$ cat src/rtl/core/abis_pkg.sv
// Package of the beacon interval scheduler: widths, op and register codes,
// reset values, and the structs passed between modules. Depends on nothing.
package abis_pkg;

    localparam int unsigned OP_W       = 3;
    localparam int unsigned TIME_W     = 32;
    localparam int unsigned LEVEL_W    = 16;
    localparam int unsigned CFG_IDX_W  = 2;
    localparam int unsigned CFG_DATA_W = 32;
    localparam int unsigned PROD_W     = TIME_W + 10;   // ttl * 1000 fits here

    localparam int unsigned S_DATA_W = 64;   // now_ms, sleep length
    localparam int unsigned S_USER_W = 8;    // op, zero filled to a byte
    localparam int unsigned M_DATA_W = 88;   // 84 result bits, zero filled

    localparam int unsigned MS_PER_S = 1000;

    localparam logic [TIME_W-1:0]  TIME_MAX    = '1;
    localparam logic [LEVEL_W-1:0] LEVEL_MAX   = '1;
    localparam logic [TIME_W-1:0]  WIN_DEFAULT = TIME_W'(1000);
    localparam logic [LEVEL_W-1:0] THR_MIN     = LEVEL_W'(1);

    // Register reset values and what a start derives from them.
    localparam int unsigned TTL_RESET_S = 120;
    localparam logic [TIME_W-1:0]  MAX_RESET  = TIME_W'(60000);
    localparam logic [LEVEL_W-1:0] HC_RESET   = LEVEL_W'(50);
    localparam logic [TIME_W-1:0]  BASE_RESET = TIME_W'(TTL_RESET_S * 500);
    localparam logic [TIME_W-1:0]  SAFE_RESET =
        TIME_W'(TTL_RESET_S * MS_PER_S - (TTL_RESET_S * MS_PER_S) / 8);

    typedef enum logic [OP_W-1:0] {
        OP_START = 3'd0,
        OP_FRAME = 3'd1,
        OP_TICK  = 3'd2,
        OP_STOP  = 3'd3,
        OP_QUERY = 3'd4
    } t_op;

    typedef enum logic [CFG_IDX_W-1:0] {
        CFG_TTL             = 2'd0,
        CFG_MAX_INTERVAL    = 2'd1,
        CFG_HIGH_CONTENTION = 2'd2,
        CFG_WINDOW_LENGTH   = 2'd3
    } t_cfg_idx;

    // Values a start loads, already derived from the registers.
    typedef struct packed {
        logic [TIME_W-1:0]  floor_ms;
        logic [TIME_W-1:0]  ceiling_ms;
        logic [LEVEL_W-1:0] threshold;
        logic [TIME_W-1:0]  window_len;
    } t_cfg;

    typedef struct packed {
        logic [TIME_W-1:0]  announce_total;
        logic [LEVEL_W-1:0] contention_level;
        logic [TIME_W-1:0]  interval_now;
        logic               lapse_before_wake;
        logic               window_closed;
        logic               announce;
        logic               accepted;
    } t_result;

endpackage

$ cat src/rtl/core/abis_cfg.sv
// Configuration registers of the beacon interval scheduler and the interval
// bounds derived from them. Depends on abis_pkg.
module abis_cfg (
    input  logic                           i_clk,
    input  logic                           i_rst_n,
    input  logic                           i_cfg_we,
    input  logic [abis_pkg::CFG_IDX_W-1:0]  i_cfg_index,
    input  logic [abis_pkg::CFG_DATA_W-1:0] i_cfg_data,
    output abis_pkg::t_cfg                 o_cfg
);
    import abis_pkg::*;

    logic [PROD_W-1:0]  w_ttl_ms;
    logic [PROD_W-1:0]  w_half;
    logic [PROD_W-1:0]  w_safe;
    logic [TIME_W-1:0]  w_base_sat;
    logic [TIME_W-1:0]  w_safe_sat;
    logic [TIME_W-1:0]  w_ceil_min;
    logic [TIME_W-1:0]  n_ceil;

    logic [TIME_W-1:0]  r_base;
    logic [TIME_W-1:0]  r_safe;
    logic [TIME_W-1:0]  r_max;
    logic [LEVEL_W-1:0] r_thr;
    logic [TIME_W-1:0]  r_win;
    logic [TIME_W-1:0]  r_ceil;

    // Saturate both products to 32 bits as they are written.
    always_comb begin
        w_ttl_ms   = PROD_W'(i_cfg_data) * PROD_W'(MS_PER_S);
        w_half     = w_ttl_ms >> 1;
        w_safe     = w_ttl_ms - (w_ttl_ms >> 3);
        w_base_sat = (|w_half[PROD_W-1:TIME_W]) ? TIME_MAX : w_half[TIME_W-1:0];
        w_safe_sat = (|w_safe[PROD_W-1:TIME_W]) ? TIME_MAX : w_safe[TIME_W-1:0];
    end

    // Ceiling: min of requested and safe, raised to at least the base.
    always_comb begin
        w_ceil_min = (r_max < r_safe) ? r_max : r_safe;
        n_ceil     = (w_ceil_min < r_base) ? r_base : w_ceil_min;
    end

    always_ff @(posedge i_clk) begin
        if (!i_rst_n) begin
            r_base <= BASE_RESET;
            r_safe <= SAFE_RESET;
            r_max  <= MAX_RESET;
            r_thr  <= HC_RESET;
            r_win  <= WIN_DEFAULT;
            r_ceil <= MAX_RESET;
        end else begin
            if (i_cfg_we) begin
                case (t_cfg_idx'(i_cfg_index))
                    CFG_TTL: begin
                        r_base <= w_base_sat;
                        r_safe <= w_safe_sat;
                    end
                    CFG_MAX_INTERVAL: begin
                        r_max <= i_cfg_data[TIME_W-1:0];
                    end
                    CFG_HIGH_CONTENTION: begin
                        r_thr <= (i_cfg_data[LEVEL_W-1:0] == '0) ? THR_MIN
                                                                 : i_cfg_data[LEVEL_W-1:0];
                    end
                    CFG_WINDOW_LENGTH: begin
                        r_win <= (i_cfg_data[TIME_W-1:0] == '0) ? WIN_DEFAULT
                                                                : i_cfg_data[TIME_W-1:0];
                    end
                    default: begin
                    end
                endcase
            end
            r_ceil <= n_ceil;
        end
    end

    assign o_cfg.floor_ms   = r_base;
    assign o_cfg.ceiling_ms = r_ceil;
    assign o_cfg.threshold  = r_thr;
    assign o_cfg.window_len = r_win;

endmodule

$ cat src/rtl/core/abis_core.sv
// Scheduler state and the single-pass update for one operation.
// Depends on abis_pkg; fed by abis_cfg and the top level's input register.
module abis_core (
    input  logic                        i_clk,
    input  logic                        i_rst_n,
    input  logic                        i_advance,
    input  abis_pkg::t_op               i_op,
    input  logic [abis_pkg::TIME_W-1:0] i_now_ms,
    input  logic [abis_pkg::TIME_W-1:0] i_sleep_len,
    input  abis_pkg::t_cfg              i_cfg,
    output abis_pkg::t_result           o_result
);
    import abis_pkg::*;

    logic               r_active,  n_active;
    logic [TIME_W-1:0]  r_cur,     n_cur;
    logic [TIME_W-1:0]  r_floor,   n_floor;
    logic [TIME_W-1:0]  r_ceil,    n_ceil;
    logic [LEVEL_W-1:0] r_thr,     n_thr;
    logic [TIME_W-1:0]  r_win,     n_win;
    logic [TIME_W-1:0]  r_frames,  n_frames;
    logic [TIME_W-1:0]  r_wsc,     n_wsc;
    logic [TIME_W-1:0]  r_wst,     n_wst;
    logic [TIME_W-1:0]  r_lat,     n_lat;
    logic [LEVEL_W-1:0] r_level,   n_level;
    logic [TIME_W-1:0]  r_count,   n_count;

    logic [TIME_W-1:0]  w_win_elapsed;
    logic [TIME_W-1:0]  w_delta;
    logic [LEVEL_W-1:0] w_lvl;
    logic [TIME_W-1:0]  w_up;
    logic [TIME_W-1:0]  w_down;
    logic [TIME_W-1:0]  w_adapted;
    logic               w_closing;
    logic [TIME_W-1:0]  w_interval_after;
    logic [TIME_W:0]    w_lapse_sum;

    // Contention level of the window and the interval it would move to.
    always_comb begin
        w_win_elapsed = i_now_ms - r_wst;
        w_delta       = r_frames - r_wsc;
        w_lvl         = (|w_delta[TIME_W-1:LEVEL_W]) ? LEVEL_MAX : w_delta[LEVEL_W-1:0];
        w_up          = {r_cur[TIME_W-2:0], 1'b0};
        if (r_cur[TIME_W-1] || (w_up > r_ceil)) begin
            w_up = r_ceil;
        end
        w_down = r_cur >> 1;
        if (w_down < r_floor) begin
            w_down = r_floor;
        end
        if (w_lvl >= r_thr) begin
            w_adapted = w_up;
        end else if (w_lvl == '0) begin
            w_adapted = w_down;
        end else begin
            w_adapted = r_cur;
        end
        w_closing        = (w_win_elapsed >= r_win);
        w_interval_after = w_closing ? w_adapted : r_cur;
        w_lapse_sum      = {1'b0, i_now_ms - r_lat} + {1'b0, i_sleep_len};
    end

    always_comb begin
        n_active = r_active;
        n_cur    = r_cur;
        n_floor  = r_floor;
        n_ceil   = r_ceil;
        n_thr    = r_thr;
        n_win    = r_win;
        n_frames = r_frames;
        n_wsc    = r_wsc;
        n_wst    = r_wst;
        n_lat    = r_lat;
        n_level  = r_level;
        n_count  = r_count;
        o_result = '0;

        case (i_op)
            OP_START: begin
                if (!r_active) begin
                    n_active = 1'b1;
                    n_floor  = i_cfg.floor_ms;
                    n_ceil   = i_cfg.ceiling_ms;
                    n_cur    = i_cfg.floor_ms;
                    n_thr    = i_cfg.threshold;
                    n_win    = i_cfg.window_len;
                    n_frames = '0;
                    n_wsc    = '0;
                    n_wst    = i_now_ms;
                    n_lat    = i_now_ms;
                    n_level  = '0;
                    n_count  = '0;
                    o_result.accepted = 1'b1;
                end
            end
            OP_FRAME: begin
                if (r_active) begin
                    n_frames = r_frames + TIME_W'(1);
                    o_result.accepted = 1'b1;
                end
            end
            OP_TICK: begin
                if (r_active) begin
                    o_result.accepted = 1'b1;
                    if (w_closing) begin
                        n_wsc   = r_frames;
                        n_wst   = i_now_ms;
                        n_level = w_lvl;
                        n_cur   = w_adapted;
                        o_result.window_closed = 1'b1;
                    end
                    // Announce against the interval as this tick leaves it.
                    if ((i_now_ms - r_lat) >= w_interval_after) begin
                        n_lat   = i_now_ms;
                        n_count = r_count + TIME_W'(1);
                        o_result.announce = 1'b1;
                    end
                end
            end
            OP_STOP: begin
                if (r_active) begin
                    n_active = 1'b0;
                    o_result.accepted = 1'b1;
                end
            end
            OP_QUERY: begin
                o_result.accepted          = 1'b1;
                o_result.lapse_before_wake = (w_lapse_sum >= {1'b0, r_cur});
            end
            default: begin
            end
        endcase

        o_result.interval_now     = n_cur;
        o_result.contention_level = n_level;
        o_result.announce_total   = n_count;
    end

    always_ff @(posedge i_clk) begin
        if (!i_rst_n) begin
            r_active <= 1'b0;
            r_cur    <= '0;
            r_floor  <= '0;
            r_ceil   <= '0;
            r_thr    <= THR_MIN;
            r_win    <= WIN_DEFAULT;
            r_frames <= '0;
            r_wsc    <= '0;
            r_wst    <= '0;
            r_lat    <= '0;
            r_level  <= '0;
            r_count  <= '0;
        end else if (i_advance) begin
            r_active <= n_active;
            r_cur    <= n_cur;
            r_floor  <= n_floor;
            r_ceil   <= n_ceil;
            r_thr    <= n_thr;
            r_win    <= n_win;
            r_frames <= n_frames;
            r_wsc    <= n_wsc;
            r_wst    <= n_wst;
            r_lat    <= n_lat;
            r_level  <= n_level;
            r_count  <= n_count;
        end
    end

endmodule

$ cat src/rtl/core/adaptive_beacon_interval_scheduler.sv
// Top level of the adaptive beacon interval scheduler: input register,
// output register and stream handshakes. Depends on abis_pkg, abis_cfg, abis_core.
//
// Usage:
//   Slave stream carries one operation per transfer: tuser holds the op code
//   (0 start, 1 frame seen, 2 tick, 3 stop, 4 pre-sleep query), tdata holds
//   now_ms and the planned sleep length. Every operation yields exactly one
//   result transfer on the master stream, in order, with the flags, current
//   interval, contention level of the last closed window and the announce count.
//   Configuration registers (0 ttl, 1 max interval, 2 high contention,
//   3 window length) are written through i_cfg_we/i_cfg_index/i_cfg_data
//   while the block is idle; they take effect at the next start.
// Path: an operation taken from the slave stream sits in the input register, is
//   evaluated in one pass against the scheduler state once the output register
//   is free or being emptied, and lands there for the master side to take.
// Throughput: one operation per cycle unless stalled, set by the single-pass update
//   (window compare, clamp of the doubled or halved interval, announce compare).
// Reset (synchronous, active low): both stages empty, scheduler stopped,
//   registers back to ttl 120 s, max 60000 ms, threshold 50, window 1000 ms.
// Stall: while the master side holds tready low, the result waits in the
//   output register, one more operation waits in the input register, and
//   then the slave side's tready drops.
module adaptive_beacon_interval_scheduler (
    input  logic                            i_clk,
    input  logic                            i_rst_n,
    // slave stream
    input  logic                            i_s_axis_tvalid,
    output logic                            o_s_axis_tready,
    input  logic [abis_pkg::S_DATA_W-1:0]   i_s_axis_tdata,  // [31:0] now_ms, [63:32] sleep length
    input  logic [abis_pkg::S_USER_W-1:0]   i_s_axis_tuser,  // [2:0] op, [7:3] zero
    // master stream
    output logic                            o_m_axis_tvalid,
    input  logic                            i_m_axis_tready,
    // [0] accepted, [1] announce, [2] window_closed, [3] lapse_before_wake,
    // [35:4] interval_now, [51:36] contention_level, [83:52] announce_total,
    // [87:84] zero
    output logic [abis_pkg::M_DATA_W-1:0]   o_m_axis_tdata,
    // configuration write port
    input  logic                            i_cfg_we,
    input  logic [abis_pkg::CFG_IDX_W-1:0]  i_cfg_index,
    input  logic [abis_pkg::CFG_DATA_W-1:0] i_cfg_data
);
    import abis_pkg::*;

    logic              r_in_valid;
    logic [OP_W-1:0]   r_in_op;
    logic [TIME_W-1:0] r_in_now;
    logic [TIME_W-1:0] r_in_sleep;

    logic              r_out_valid;
    t_result           r_out;

    logic              w_advance;
    t_cfg              w_cfg;
    t_result           w_result;

    // Evaluate the held operation whenever the output register is free or
    // being emptied this cycle.
    assign w_advance       = r_in_valid && (!r_out_valid || i_m_axis_tready);
    assign o_s_axis_tready = !r_in_valid || w_advance;

    abis_cfg u_cfg (
        .i_clk       (i_clk),
        .i_rst_n     (i_rst_n),
        .i_cfg_we    (i_cfg_we),
        .i_cfg_index (i_cfg_index),
        .i_cfg_data  (i_cfg_data),
        .o_cfg       (w_cfg)
    );

    abis_core u_core (
        .i_clk       (i_clk),
        .i_rst_n     (i_rst_n),
        .i_advance   (w_advance),
        .i_op        (t_op'(r_in_op)),
        .i_now_ms    (r_in_now),
        .i_sleep_len (r_in_sleep),
        .i_cfg       (w_cfg),
        .o_result    (w_result)
    );

    // Input register: take a transfer whenever the slot is free or moving on.
    always_ff @(posedge i_clk) begin
        if (!i_rst_n) begin
            r_in_valid <= 1'b0;
        end else if (o_s_axis_tready) begin
            r_in_valid <= i_s_axis_tvalid;
        end
    end

    always_ff @(posedge i_clk) begin
        if (o_s_axis_tready && i_s_axis_tvalid) begin
            r_in_op    <= i_s_axis_tuser[OP_W-1:0];
            r_in_now   <= i_s_axis_tdata[TIME_W-1:0];
            r_in_sleep <= i_s_axis_tdata[2*TIME_W-1:TIME_W];
        end
    end

    // Output register: load on advance, drop once the transfer completes.
    always_ff @(posedge i_clk) begin
        if (!i_rst_n) begin
            r_out_valid <= 1'b0;
        end else if (w_advance) begin
            r_out_valid <= 1'b1;
        end else if (i_m_axis_tready) begin
            r_out_valid <= 1'b0;
        end
    end

    always_ff @(posedge i_clk) begin
        if (w_advance) begin
            r_out <= w_result;
        end
    end

    assign o_m_axis_tvalid = r_out_valid;
    assign o_m_axis_tdata  = {
        (M_DATA_W - $bits(t_result))'(0),
        r_out.announce_total,
        r_out.contention_level,
        r_out.interval_now,
        r_out.lapse_before_wake,
        r_out.window_closed,
        r_out.announce,
        r_out.accepted
    };

endmodule

$ cat config.mk
export PLATFORM = sky130hd
export DESIGN_NAME = adaptive_beacon_interval_scheduler
export DESIGN_NICKNAME = d
export VERILOG_FILES = /design/src/rtl/core/abis_pkg.sv /design/src/rtl/core/abis_cfg.sv /design/src/rtl/core/abis_core.sv /design/src/rtl/core/adaptive_beacon_interval_scheduler.sv
export SDC_FILE = /design/constraint.sdc
export NUM_CORES = 2
export LEC_CHECK = 0
export BUFFER_PORTS_ARGS = -buffer_cell sky130_fd_sc_hd__buf_2
export CORE_MARGIN = 2
export CORE_UTILIZATION = 40
export CTS_BUF_LIST = sky130_fd_sc_hd__clkbuf_4 sky130_fd_sc_hd__clkbuf_8
export DETAILED_ROUTE_END_ITERATION = 16
export PLACE_DENSITY_LB_ADDON = 0.12
export SLEW_MARGIN = 20
export SYNTH_ARGS = -nofsm -noshare
export SYNTH_HDL_FRONTEND = slang
export SYNTH_SLANG_ARGS = --single-unit
$ cat constraint.sdc
create_clock -name i_clk -period 13.9 [get_ports i_clk]
set_clock_uncertainty 0.2 [all_clocks]
set_input_delay 4.17 -clock i_clk [delete_from_list [all_inputs] [get_ports i_clk]]
set_output_delay 4.17 -clock i_clk [all_outputs]
set_load 0.02 [all_outputs]
==> results.cfg <==
[status]
status = finished, final reports clean

[power_and_ir_drop]
leakagePower_uw = 0.0207
peakVddDrop_v = 0.000266
pwr_density_cell_mw_per_mm2 = 210

[floorplan]
core_sq_mm = 0.114
die_x_microns = 343
row_count = 124
ios = 201
initial_core_util = 0.402
die_y_microns = 343
dieArea_sq_mm = 0.117

[worst_setup_path]
worstPathRequired_ps = 14380
critPathLaunchType = primary input
critPathKind = primary input to register
cp.arrival_ps = 12730
end_kind = register
critical_path.max_fanout = 10

[synth]
synthCells = 5505
synth_edf_count = 151
ys_warn_count = 0
avgSynthCellArea_sq_um = 8.33
yosysTopAreaCellShare = 0.217
ys_seq_area_frac = 0.316
synth_area_sq_mm = 0.0459
ys.flop_type = dfxtp_1
synth.distinct_cells = 87
synth_most_common_cell = nand2_1
synthTopCellsByArea = dfxtp_1 22%, ha_1 14%, edfxtp_1 9.9%
synth_commonest_cells = 775 x nand2_1, 543 x a21oi_1, 498 x ha_1
synth-async-reset-ratio = 0
ys_seq_elements = 648
synth_top_area_cell = dfxtp_1

[cells_and_area]
drive_gt1_frac = 0.0912
syn2layout_area_growth_pct = 10.6
n_fill_cell = 11500
largest_reg_flops = 84
design_area_sq_mm = 0.0507
layout.nets = 6344
multiInputGateArea_sq_mm = 0.0288
seq_area_sq_mm = 0.0145

[sta]
period_share = 0.881
maxSlewViolCount = 0
rsz0062_at_grt = false
relSlewSlack = 0.297
fin_ws_ps = 1650
tightest_slew_ps = 1050
max_freq_ghz = 0.0817
period_needed_ps = 12250
setup_tns_ps = 0
setup_violations = 0
hold_viol_final = 0

[routing]
vias = 39800
wl_per_cell_microns = 20.8
final_antenna_net_count = 0
viasPerCell = 5.51
wirelength_microns = 150000
drc_errors = 0
firstDrtPassIters = 9
drt_iter0_markers = 2977

[clock_tree]
post-cts-setup-buffers = 0
cts.path.max_buffers = 3
cts.sinks = 648
clk_pin_slew_ps = 60
cts_tree = yes
root_buffer = clkbuf_8
cts_made_buffers = 116
htree_levels = 3
ctsResizeCount = 0
clk_latency_ps = 800
cts_hold_buf = 0

[place]
portBuffers = 191
place_congestion = 0.934
detailedPlace.worstSlack_ps = 829
hpwl_microns = 111000
post_dp_cell_area_sq_mm = 0.0482

[grt]
grt_pass1_wl_microns = 227000
grt_pass1_vias = 37100
grt_max_degree = 84
grt_util_all_layers = 0.250
overflow = 0
grt_antenna_before_repair = 4

[worst_hold_path]
hp-class = register to register

[flow_run]
drv_cap = 0
area by class of cell:
type | instances | share of cell area
Antenna cell | 1 | 0.0000493
Clock buffer | 166 | 0.0413
Clock inverter | 49 | 0.00762
Inverter | 471 | 0.0351
Multi-Input combinational cell | 4139 | 0.567
Sequential cell | 648 | 0.286
Tap cell | 1512 | 0.0373
Timing Repair Buffer | 237 | 0.0257
per-layer routing:
metal,share of wire,track usage,vias up,routed length (microns)
met3,0.050,0.0288,251,7500
met5,0,0,-,0
li1,-,-,19700,-
met4,0.044,0.107,0,6630
met1,0.47,0.355,18800,71200
met2,0.43,0.381,1089,64700
cell families (layout without fill, tap and decap cells):
logic type	count (synthesis)	count (layout)	synth area share
other	1	5	0.0000817
flip-flops	648	648	0.316
multiplexers	108	108	0.0237
buffers and inverters	721	923	0.0598
AND/OR/NAND/NOR	1609	1609	0.157
AO/OA/AOI/OAI	1596	1596	0.216
XOR/XNOR	202	202	0.0386
adder cells (fa/ha/maj)	620	620	0.189
cells in the final DEF, fill, tap and decap left out, drive strengths merged, types with 66 or more instances in the layout:
cell | Yosys | routed
a21o | 164 | 164
a21oi | 544 | 544
buf | 26 | 237
clkbuf | 224 | 166
dfxtp | 497 | 497
edfxtp | 151 | 151
fa | 122 | 122
ha | 498 | 498
inv | 470 | 474
mux2i | 103 | 103
nand2 | 776 | 776
nand3 | 131 | 131
nand4 | 66 | 66
nor2 | 312 | 312
o21ai | 358 | 358
xnor2 | 117 | 117
xor2 | 85 | 85
power by group:
| group | switching (uW) | internal, uW |
|---|---|---|
| logic | 3980 | 2690 |
| registers | 55.9 | 1990 |
| clock network | 864 | 1060 |
final timing paths:
check,endpoint,slack [ps],startpoint,cells past startpoint
setup reg to reg,o_m_axis_tdata[57],2730,u_core.r_frames[0],39
hold / removal,u_core.r_ceil[31],220,u_cfg.r_ceil[31],2
hold reg to reg,u_core.r_ceil[31],220,u_cfg.r_ceil[31],2
setup / recovery,u_cfg.r_safe[1],1650,i_cfg_data[7],26
metrics by stage:
step,hold slack (ps),instances,util,power (uW)
2_1_floorplan,217,5508,-,7170
3_3_place_gp,222,7007,0.423,8680
3_5_place_dp,227,7007,0.423,8650
4_1_cts,221,7222,0.445,10600
5_1_grt,245,7223,0.445,11500
6_report,223,7223,0.445,10600
critical path: stages:
cell	delay (ps)
buf_2	290
fa_1	500
fa_1	580
fa_1	450
fa_1	480
ha_1	390
a211o_1	310
a41oi_1	220
o211ai_1	120
a31oi_1	340
o21ai_0	370
a21o_1	270
a21o_1	190
a21o_1	180
a21o_1	210
xnor2_1	380
ha_1	290
nand3_1	120
o21bai_1	190
a211oi_1	360
o31ai_1	210
o41ai_1	650
xor2_1	170
nor4b_1	340
nand3_1	510
o221a_2	440
(Power assumes the default switching activity.)
